### config.mk
export PLATFORM = sky130hd
export DESIGN_NAME = escaped_byte_run_squeezer_unit
export DESIGN_NICKNAME = d
export VERILOG_FILES = /design/src/sv/ebrs_pkg.sv /design/src/sv/escaped_byte_run_squeezer_unit.sv /design/src/sv/ebrs_core.sv /design/src/sv/ebrs_rq.sv
export SDC_FILE = /design/constraint.sdc
export NUM_CORES = 1
export LEC_CHECK = 0
export BUFFER_PORTS_ARGS = -buffer_cell sky130_fd_sc_hd__buf_4
export CORE_MARGIN = 5
export CORE_UTILIZATION = 54
export DETAILED_ROUTE_END_ITERATION = 8
export PLACE_DENSITY = 0.76
export SLEW_MARGIN = 20
export SYNTH_ARGS = -nofsm -noshare
export SYNTH_HDL_FRONTEND = slang
export SYNTH_SLANG_ARGS = --single-unit
export TNS_END_PERCENT = 100
### constraint.sdc
create_clock -name clk_i -period 2.7 [get_ports clk_i]
set_input_delay 0.135 -clock clk_i [delete_from_list [all_inputs] [get_ports clk_i]]
set_output_delay 0.135 -clock clk_i [all_outputs]
set_load 0.01 [all_outputs]
### src/sv/ebrs_pkg.sv
// Shared types and constants for the escaped byte run squeezer.
package ebrs_pkg;

  // Special characters of the escaped framing
  localparam logic [7:0] BACKSLASH = 8'h5C;
  localparam logic [7:0] ZERO_CHAR = 8'h30;

  // Result queue geometry
  localparam int unsigned RQ_DEPTH = 4;
  localparam int unsigned RQ_AW    = $clog2(RQ_DEPTH);
  localparam int unsigned RQ_CW    = $clog2(RQ_DEPTH + 1);

  // Framing mode register values
  typedef enum logic {
    MODE_ESCAPED = 1'b0,
    MODE_PLAIN   = 1'b1
  } mode_e;

  // One input transaction
  typedef struct packed {
    logic [7:0] data_byte;
    logic       end_of_message;
  } in_item_t;

  // One result transaction
  typedef struct packed {
    logic [7:0] out_byte;
    logic       last;
    logic       error;
  } out_item_t;

  // Results produced by one input byte: count plus up to two items
  typedef struct packed {
    logic [1:0] num;
    out_item_t  res0;
    out_item_t  res1;
  } res_pair_t;

endpackage

### src/sv/escaped_byte_run_squeezer_unit.sv
// Top level of the escaped byte run squeezer.
//
// Usage:
//   Input channel (in_valid_i / in_ready_o / in_item_i) carries one message
//   byte and its end flag per transaction. Output channel (out_valid_o /
//   out_ready_i / out_item_o) carries one squeezed byte with last and error.
//   cfg_we_i / cfg_wdata_i write the mode register (0 escaped, 1 plain);
//   write it only while no transaction is in flight.
// Path: an accepted byte sits in the input register, is resolved into the
//   result queue once the queue has room, and its first result is valid on
//   the output as soon as it has been written into the queue.
// Throughput: one byte per cycle. A byte yields zero, one or two results;
//   the four-entry result queue takes up to two results per cycle and drains one,
//   so input pauses only while the queue holds more than two results.
// Reset: clears the mode to escaped, empties the message state, the input
//   register and the result queue.
// Receiver stall: results wait in the queue; once it is too full to take
//   another byte's results, the input register holds and in_ready_o drops.
module escaped_byte_run_squeezer_unit (
  input  logic                clk_i,
  input  logic                rst_ni,
  input  logic                cfg_we_i,
  input  logic                cfg_wdata_i,
  input  logic                in_valid_i,
  output logic                in_ready_o,
  input  ebrs_pkg::in_item_t  in_item_i,
  output logic                out_valid_o,
  input  logic                out_ready_i,
  output ebrs_pkg::out_item_t out_item_o
);

  ebrs_pkg::mode_e    mode_q;
  logic               in_vld_q, in_vld_d;
  ebrs_pkg::in_item_t in_q;
  ebrs_pkg::res_pair_t res;
  logic               room;
  logic               step;
  logic               in_acc;

  assign step       = in_vld_q && room;
  assign in_ready_o = !in_vld_q || step;
  assign in_acc     = in_valid_i && in_ready_o;

  // Mode register
  always_ff @(posedge clk_i or negedge rst_ni) begin
    if (!rst_ni) begin
      mode_q <= ebrs_pkg::MODE_ESCAPED;
    end else if (cfg_we_i) begin
      mode_q <= ebrs_pkg::mode_e'(cfg_wdata_i);
    end
  end

  // Input register
  always_comb begin
    in_vld_d = in_vld_q;
    if (in_acc) begin
      in_vld_d = 1'b1;
    end else if (step) begin
      in_vld_d = 1'b0;
    end
  end

  always_ff @(posedge clk_i or negedge rst_ni) begin
    if (!rst_ni) begin
      in_vld_q <= 1'b0;
    end else begin
      in_vld_q <= in_vld_d;
    end
  end

  always_ff @(posedge clk_i) begin
    if (in_acc) begin
      in_q <= in_item_i;
    end
  end

  ebrs_core u_core (
    .clk_i  (clk_i),
    .rst_ni (rst_ni),
    .step_i (step),
    .mode_i (mode_q),
    .item_i (in_q),
    .res_o  (res)
  );

  ebrs_rq u_rq (
    .clk_i       (clk_i),
    .rst_ni      (rst_ni),
    .res_i       (res),
    .room_o      (room),
    .out_valid_o (out_valid_o),
    .out_ready_i (out_ready_i),
    .out_item_o  (out_item_o)
  );

endmodule

### src/sv/ebrs_core.sv
// Run squeezing logic and per-message state for the escaped byte run squeezer.
module ebrs_core (
  input  logic               clk_i,
  input  logic               rst_ni,
  input  logic               step_i,
  input  ebrs_pkg::mode_e    mode_i,
  input  ebrs_pkg::in_item_t item_i,
  output ebrs_pkg::res_pair_t res_o
);

  logic [7:0] held_q, held_d;
  logic       have_q, have_d;
  logic       bs_before_q, bs_before_d;

  logic [7:0] b;
  logic       prev_bs;

  assign b       = item_i.data_byte;
  assign prev_bs = (held_q == ebrs_pkg::BACKSLASH);

  // Next state and results for the byte in the input register
  always_comb begin
    held_d      = held_q;
    have_d      = have_q;
    bs_before_d = bs_before_q;
    res_o       = '0;
    if (mode_i == ebrs_pkg::MODE_ESCAPED) begin
      if (!have_q) begin
        held_d      = b;
        have_d      = 1'b1;
        bs_before_d = 1'b0;
      end else if (prev_bs && (b == ebrs_pkg::ZERO_CHAR)) begin
        // terminator: emit both bytes and close the message
        res_o.num  = 2'd2;
        res_o.res0 = '{out_byte: ebrs_pkg::BACKSLASH, last: 1'b0, error: 1'b0};
        res_o.res1 = '{out_byte: ebrs_pkg::ZERO_CHAR, last: 1'b1, error: 1'b0};
        held_d      = '0;
        have_d      = 1'b0;
        bs_before_d = 1'b0;
      end else if (held_q != b) begin
        if (prev_bs && !bs_before_q) begin
          // lone backslash: error, drop this byte, restart
          res_o.num  = 2'd1;
          res_o.res0 = '{out_byte: 8'h00, last: 1'b1, error: 1'b1};
          held_d      = '0;
          have_d      = 1'b0;
          bs_before_d = 1'b0;
        end else begin
          if (prev_bs) begin
            // backslash run: one escaped pair
            res_o.num  = 2'd2;
            res_o.res0 = '{out_byte: ebrs_pkg::BACKSLASH, last: 1'b0, error: 1'b0};
            res_o.res1 = '{out_byte: ebrs_pkg::BACKSLASH, last: 1'b0, error: 1'b0};
          end else begin
            res_o.num  = 2'd1;
            res_o.res0 = '{out_byte: held_q, last: 1'b0, error: 1'b0};
          end
          bs_before_d = prev_bs;
          held_d      = b;
        end
      end else begin
        bs_before_d = prev_bs;
        held_d      = b;
      end
    end else begin
      // plain mode: end flag closes the message
      if (have_q) begin
        if (held_q != b) begin
          res_o.num  = 2'd1;
          res_o.res0 = '{out_byte: held_q, last: 1'b0, error: 1'b0};
        end
        bs_before_d = prev_bs;
      end else begin
        bs_before_d = 1'b0;
      end
      held_d = b;
      have_d = 1'b1;
      if (item_i.end_of_message) begin
        if (res_o.num == 2'd1) begin
          res_o.res1 = '{out_byte: b, last: 1'b1, error: 1'b0};
          res_o.num  = 2'd2;
        end else begin
          res_o.res0 = '{out_byte: b, last: 1'b1, error: 1'b0};
          res_o.num  = 2'd1;
        end
        held_d      = '0;
        have_d      = 1'b0;
        bs_before_d = 1'b0;
      end
    end
    if (!step_i) begin
      held_d      = held_q;
      have_d      = have_q;
      bs_before_d = bs_before_q;
      res_o.num   = 2'd0;
    end
  end

  // Message state registers
  always_ff @(posedge clk_i or negedge rst_ni) begin
    if (!rst_ni) begin
      held_q      <= '0;
      have_q      <= 1'b0;
      bs_before_q <= 1'b0;
    end else begin
      held_q      <= held_d;
      have_q      <= have_d;
      bs_before_q <= bs_before_d;
    end
  end

endmodule

### src/sv/ebrs_rq.sv
// Result queue: takes up to two results per cycle, hands out one per cycle while the receiver is ready.
module ebrs_rq (
  input  logic                clk_i,
  input  logic                rst_ni,
  input  ebrs_pkg::res_pair_t res_i,
  output logic                room_o,
  output logic                out_valid_o,
  input  logic                out_ready_i,
  output ebrs_pkg::out_item_t out_item_o
);

  ebrs_pkg::out_item_t entry_q [ebrs_pkg::RQ_DEPTH];

  logic [ebrs_pkg::RQ_AW-1:0] wr_q, wr_d;
  logic [ebrs_pkg::RQ_AW-1:0] rd_q, rd_d;
  logic [ebrs_pkg::RQ_CW-1:0] cnt_q, cnt_d;
  logic [ebrs_pkg::RQ_AW-1:0] wr_nxt;
  logic                       pop;

  assign wr_nxt      = wr_q + 1'b1;
  assign pop         = out_valid_o && out_ready_i;
  assign out_valid_o = (cnt_q != '0);
  assign out_item_o  = entry_q[rd_q];
  // two free slots guaranteed, whatever leaves this cycle
  assign room_o      = (cnt_q <= ebrs_pkg::RQ_CW'(ebrs_pkg::RQ_DEPTH - 2));

  // Pointer and fill count update
  always_comb begin
    wr_d  = wr_q + ebrs_pkg::RQ_AW'(res_i.num);
    rd_d  = pop ? rd_q + 1'b1 : rd_q;
    cnt_d = cnt_q + ebrs_pkg::RQ_CW'(res_i.num) - ebrs_pkg::RQ_CW'(pop);
  end

  always_ff @(posedge clk_i or negedge rst_ni) begin
    if (!rst_ni) begin
      wr_q  <= '0;
      rd_q  <= '0;
      cnt_q <= '0;
    end else begin
      wr_q  <= wr_d;
      rd_q  <= rd_d;
      cnt_q <= cnt_d;
    end
  end

  // Entry storage, no reset needed
  always_ff @(posedge clk_i) begin
    if (res_i.num != 2'd0) begin
      entry_q[wr_q] <= res_i.res0;
    end
    if (res_i.num == 2'd2) begin
      entry_q[wr_nxt] <= res_i.res1;
    end
  end

endmodule
==> flow_summary.toml, run 1 <==
[status]
outcome = "finished, final reports clean"

[sta]
final_max_slew_viol_count = 0
maxSlewHeadroom_pct = 54.2
finalSetupViolCount = 0
fin_crit_sh_pct = 97.0
layout_setup_ws_ns = 0.0810
finalCriticalPeriod_ns = 2.62
worst_clock_skew_ns = 0.00808
hold_violations = 0
rsz0062_at_grt = "false"
fmax_mhz = 382
tightest_slew_ns = 0.687

[clocking]
clock_latency_ns = 0.35
cts_root_buffer = "clkbuf_8"
cts_tree = "done"
clk_pin_slew_ns = 0.08
htree_levels = 3
cts_sinks = 68
cts_buffer_depth = 2
cts_made_buffers = 9

[critical_path]
arrival_ns = 2.86
end_kind = "flop"
max_stage_delay_ns = 0.58
cp_cell_sequence = "or4_4 -> o21ba_1 -> o221ai_2 -> a21oi_1 -> ha_1 -> fa_2 -> xnor2_2 -> xnor2_1"
cpMaxStageDelayCell = "or4_4"
reg2regPathDepth = 8
reg2reg_to = "u_rq.cnt_q[2]$_DFF_PN0_"
crit_required_ns = 2.94
cp-start-kind = "flop"
critPathBufInv = 0
crit_type = "reg -> reg"
reg2reg_from = "in_q[2]$_DFFE_PP_"
reg2reg_slack_ns = 0.08
critical_path_peak_fanout = 4
crit_family = "adder cells"

[floorplan]
start_util_pct = 56.2
dieArea_sq_um = 8420
die_h_um = 91.7
design.core.area_sq_um = 6420
ios = 27
num_rows = 29
die_width_um = 91.7

[min_path]
hold_start = "cfg_wdata_i"
hold_depth = 2
hp-class = "in -> reg"
holdPathEnd = "mode_q$_DFFE_PN0P_"

[grt]
grt_usage_pct = 21.0
grt_pass1_wl_mm = 13.8
grt_pass1_vias = 2726
grt_overflow = 0
grt_max_degree = 23
antenna_found_initial = 0

[synthesis]
synth.cell_area_sq_um = 3610
synth_compound_area_share_pct = 17.9
ys_seq_area_share_pct = 52.8
synth_edf_count = 45
synthAdderAreaFrac_pct = 2.64
yosysWarningCount = 0
synthDistinctLibCells = 53
synth_top_family_by_area = "compound AO/OA/AOI/OAI gates"
postSynthAreaPerCell_sq_um = 12.3
ys_seq_elements = 68
yosys.area_share.simple_pct = 11.3
ys.flop_type = "edfxtp_1"
async_reset_ff_share_pct = 27.9
synth_xor_area_share_pct = 3.40
synthMuxAreaShare_pct = 9.40
synthCells = 293
synthesis.nets = 315

[finish]
n_antenna_cell = 0
seqCellArea_sq_um = 1910
final_util_pct = 70.5
final_cell_area_sq_um = 4530
mostFrequentLayoutCell = "buf_4"
area_growth_pct = 25.5
fillers = 444
final_cell_mix = "buf_4, edfxtp_1, nand2_1, dfrtp_1, a21oi_1"
fin_nets = 386
final_cells = 446
drive_gt1_share_pct = 29.3
multi_input_area_sq_um = 1660

[route]
wl_mm = 8.35
vias = 2753
drc = 0
first_pass_iters = 5
initialDrtViolationCount = 288
detail-route-antenna-nets = 0
wl_per_cell_um = 18.7
vias_per_cell = 6.17

[place]
dp_hpwl_mm = 6.21
routabilityCongestion = 0.928
portBuffers = 26
place_area_sq_um = 4140
dp_cells = 416
place_ws_ns = 0.0467

[run]
drv_cap = 0

[power_and_ir_drop]
total_power_mw = 4.63
powerDensity_nw_per_um2 = 1020
peakVddDrop_v = 0.000588
power.leakage_nw = 1.70
==> worst max-delay path by stage <==
stage | startpoint | endpoint | slack, ns | cells after the start
floorplan | in_q[3]$_DFFE_PP_ | u_rq.cnt_q[2]$_DFF_PN0_ | -0.06 | 13
global placement | in_q[1]$_DFFE_PP_ | u_rq.cnt_q[2]$_DFF_PN0_ | 0.14 | 8
detailed placement | in_q[1]$_DFFE_PP_ | u_rq.cnt_q[2]$_DFF_PN0_ | 0.05 | 8
CTS | in_q[1]$_DFFE_PP_ | u_rq.cnt_q[2]$_DFF_PN0_ | 0.03 | 8
global route | in_q[3]$_DFFE_PP_ | u_rq.entry_q[3][4]$_DFFE_PP_ | 0.003 | 8
finish | in_q[2]$_DFFE_PP_ | u_rq.cnt_q[2]$_DFF_PN0_ | 0.08 | 8
==> state kept, by name, indices dropped and copies added, names as in the netlist <==
signal and count:
in_q 9, in_vld_q 1, mode_q 1, u_core.bs_before_q 1
u_core.have_q 1, u_core.held_q 8, u_rq.cnt_q 3, u_rq.entry_q 40
u_rq.rd_q 2, u_rq.wr_q 2
==> synthesized netlist by cell type (6+ instances only) <==
master	count	area [sq um]
and2_1	6	37.5
nand3_1	12	60.1
o32ai_1	11	96.3
dfrtp_1	19	475
inv_1	10	37.5
a22o_1	9	78.8
mux2i_1	8	80.1
o22ai_1	12	75.1
and3_1	6	37.5
mux4_2	10	225
o21ai_0	8	40.0
xnor2_1	12	105
ha_1	6	75.1
a21oi_1	14	70.1
nor2_1	6	22.5
clkbuf_1	8	30.0
nand2_1	22	82.6
edfxtp_1	45	1350
==> logic make-up after synthesis <==
group	after synthesis
flip-flops	68
multiplexers	21
adder cells (fa/ha/maj)	7
buffers and inverters	23
AND/OR/NAND/NOR	74
AO/OA/AOI/OAI	86
XOR/XNOR	14
==> final cells by class <==
class	count	share of cell area, %
sequential	68	42.1
multi-input combinational	202	36.6
timing repair buffer	72	12.8
clock buffer	9	2.74
clock inverter	7	2.71
tap	77	2.13
inverter	11	0.912
==> report_power, final <==
part / internal [mW] / switching, mW / leakage, nW
clock: 0.619 / 0.411 / 0.116
combinational: 0.940 / 0.979 / 0.935
sequential: 1.41 / 0.272 / 0.651
==> metal layers <==
layer / vias to the layer above / GRT usage (%) / share of wire, %
li1: 1304 / - / -
met1: 1312 / 28.0 / 45
met2: 119 / 34.0 / 47
met3: 18 / 3.85 / 5.2
met4: 0 / 9.16 / 2.3
met5: - / 0 / 0
==> per-stage QoR <==
stage	TNS (ns)	hold slack (ns)
2_1_floorplan	-0.0743	-0.161
3_3_place_gp	0	0.0299
3_5_place_dp	0	0.0338
4_1_cts	0	0.00830
5_1_grt	0	0.0191
6_report	0	0.0160
==> repair_timing <==
item                       in CTS  in global routing
hold endpoints to repair       29                  0
setup endpoints to repair       0                 24
resized for setup               0                  2
setup buffers                   0                  3
hold buffers                   11                  0
Note: power is estimated with default switching activity, not from simulation.
==> run 2, diff against run 1 <==
CORE_ASPECT_RATIO = 0.6   (was default)
PLACE_DENSITY = 0.88   (was 0.76)
==> run 2 against run 1 <==
Non-clock buffer count down 3. Flip-flop and latch count unchanged. Via count is 4.3% higher. Hold slack barely moved. Combinational power up 3%. Cell area increased by 0.58%. Critical path depth rose by 4. Count of clock-buffer cells in the layout unchanged. Cell count grew 1.6%. Largest cell class unchanged. Largest power group unchanged.
==> flow_summary.toml, run 2 (synthesized netlist as in run 1, its figures left out) <==
[status]
outcome = "finished, final reports clean"

[finish]
seqCellArea_sq_um = 1910
largest_reg_flops = 40
final_cell_mix = "buf_4, edfxtp_1, nand2_1, dfrtp_1"
mostFrequentLayoutCell = "buf_4"
fin_nets = 383
n_antenna_cell = 0
final_cells = 453
top_regs = "u_rq.entry_q (40), in_q (9), u_core.held_q (8)"
fillers = 475
area_growth_pct = 26.2
multi_input_area_sq_um = 1690
drive_gt1_share_pct = 30.9
regMostFlops = "u_rq.entry_q"

[sta]
finalSetupViolCount = 0
finalCriticalPeriod_ns = 2.66
final_max_slew_viol_count = 0
tightest_slew_ns = 0.729
layout_setup_ws_ns = 0.0382
fin_crit_sh_pct = 98.6
rsz0062_at_grt = "true"
fmax_mhz = 376
setup_tns_ns = 0
maxSlewHeadroom_pct = 51.4
worst_clock_skew_ns = 0.00706
hold_violations = 0

[grt]
grt_max_degree = 23
grt_pass1_vias = 2849
grt_usage_pct = 23.2
grt_overflow = 0
antenna_found_initial = 0
grt_pass1_wl_mm = 14.8

[power_and_ir_drop]
power.leakage_nw = 1.69
peakVddDrop_v = 0.000646
powerDensity_nw_per_um2 = 1030

[floorplan]
die_h_um = 73.3
die_width_um = 116
start_util_pct = 54.8
dieArea_sq_um = 8470
ios = 27
design.core.area_sq_um = 6590
num_rows = 23

[route]
wl_met1_mm = 4.05
vias = 2871
drc = 0
route.met3.wl_um = 936
initialDrtViolationCount = 386
met2_length_mm = 4.01
vias_per_cell = 6.34
maxUsedRoutingLayer = "met4"
wl_mm = 9.06
wl_per_cell_um = 20.0
detail-route-antenna-nets = 0
first_pass_iters = 5

[place]
dp_hpwl_mm = 6.55
routabilityCongestion = 0.962
place_ws_ns = 0.0303
portBuffers = 26
dp_cells = 422

[clocking]
clk_pin_slew_ns = 0.08
htree_levels = 3
cts_buffer_depth = 2
clock_latency_ns = 0.36
cts_sinks = 68
cts_root_buffer = "clkbuf_8"
cts_tree = "done"
cts_made_buffers = 9

[critical_path]
cp-start-kind = "flop"
crit_type = "reg -> reg"
arrival_ns = 2.91
crit_required_ns = 2.94
critical_path_peak_fanout = 4
end_kind = "flop"

[min_path]
hp-class = "in -> reg"

[run]
drv_cap = 0
run 2: cell count changes in the layout (fill, tap and decap cells not counted), moves of 2 or more:
cell and delta:
buf_4 -3, a21oi_1 -2, a21oi_2 +2, and2_2 -2
and2_4 +2, dfrtp_1 -2, dfrtp_2 +2, o32ai_1 -2
o32ai_2 +2
run 2: repair_timing:
item,in CTS,in global routing
gates resized for setup,0,13
endpoints found under the hold margin,29,0
setup buffers,0,4
setup endpoints to repair,0,54
hold buffers,11,0
run 2: path summary, 6_finish.rpt:
kind | start | to | slack, ns | cells past startpoint
max reg2reg | u_core.held_q[6]$_DFFE_PN0N_ | u_rq.cnt_q[2]$_DFF_PN0_ | 0.04 | 12
max | u_core.held_q[6]$_DFFE_PN0N_ | u_rq.cnt_q[2]$_DFF_PN0_ | 0.04 | 12
min | cfg_wdata_i | mode_q$_DFFE_PN0P_ | 0.02 | 2
min in group asynchronous | rst_ni | u_core.held_q[1]$_DFFE_PN0N_ | 0.19 | 2
max in group asynchronous | rst_ni | u_core.held_q[0]$_DFFE_PN0N_ | 2.29 | 2
min reg2reg | u_rq.entry_q[0][0]$_SDFFE_PP0P_ | u_rq.entry_q[0][0]$_SDFFE_PP0P_ | 0.49 | 2
run 2: per-stage QoR:
stage                     total power [mW]  util, %  hold slack, ns  area, sq um
after floorplan                       2.90        -          -0.161         3650
after global placement                3.52     62.5          0.0266         4120
after detailed placement              3.60     62.5          0.0285         4120
after CTS                             4.65     68.0          0.0121         4480
after global routing                  4.98     69.1          0.0133         4550
final                                 4.71     69.1          0.0161         4550
run 2: critical path: stages (launching register included):
cell and delay, ns:
dfrtp_1 0.45, xnor2_1 0.19, nand4_1 0.22, o21a_1 0.28, ha_4 0.17, nand2_2 0.05, a21boi_4 0.18, a21o_1 0.19
ha_1 0.14, inv_1 0.05, fa_2 0.35, xnor2_2 0.14, xnor2_1 0.12
run 2: layout make-up:
| type | count | area share [%] |
|---|---|---|
| sequential | 68 | 41.9 |
| multi-input combinational | 202 | 37.0 |
| timing repair buffer | 69 | 12.3 |
| clock buffer | 9 | 2.72 |
| clock inverter | 7 | 2.69 |
| tap | 87 | 2.39 |
| inverter | 11 | 0.989 |
run 2: power breakdown:
| group | internal (mW) | leakage, nW | switching (mW) |
|---|---|---|---|
| logic | 0.934 | 0.922 | 1.04 |
| clock network | 0.617 | 0.116 | 0.412 |
| registers | 1.41 | 0.649 | 0.291 |
| total | 2.97 | 1.69 | 1.74 |
run 2: metal layers:
layer  up-vias  track usage, %
li1       1292               -
met1      1395            34.7
met2       173            34.0
met3        11            6.34
met4         0            5.21
met5         -               0
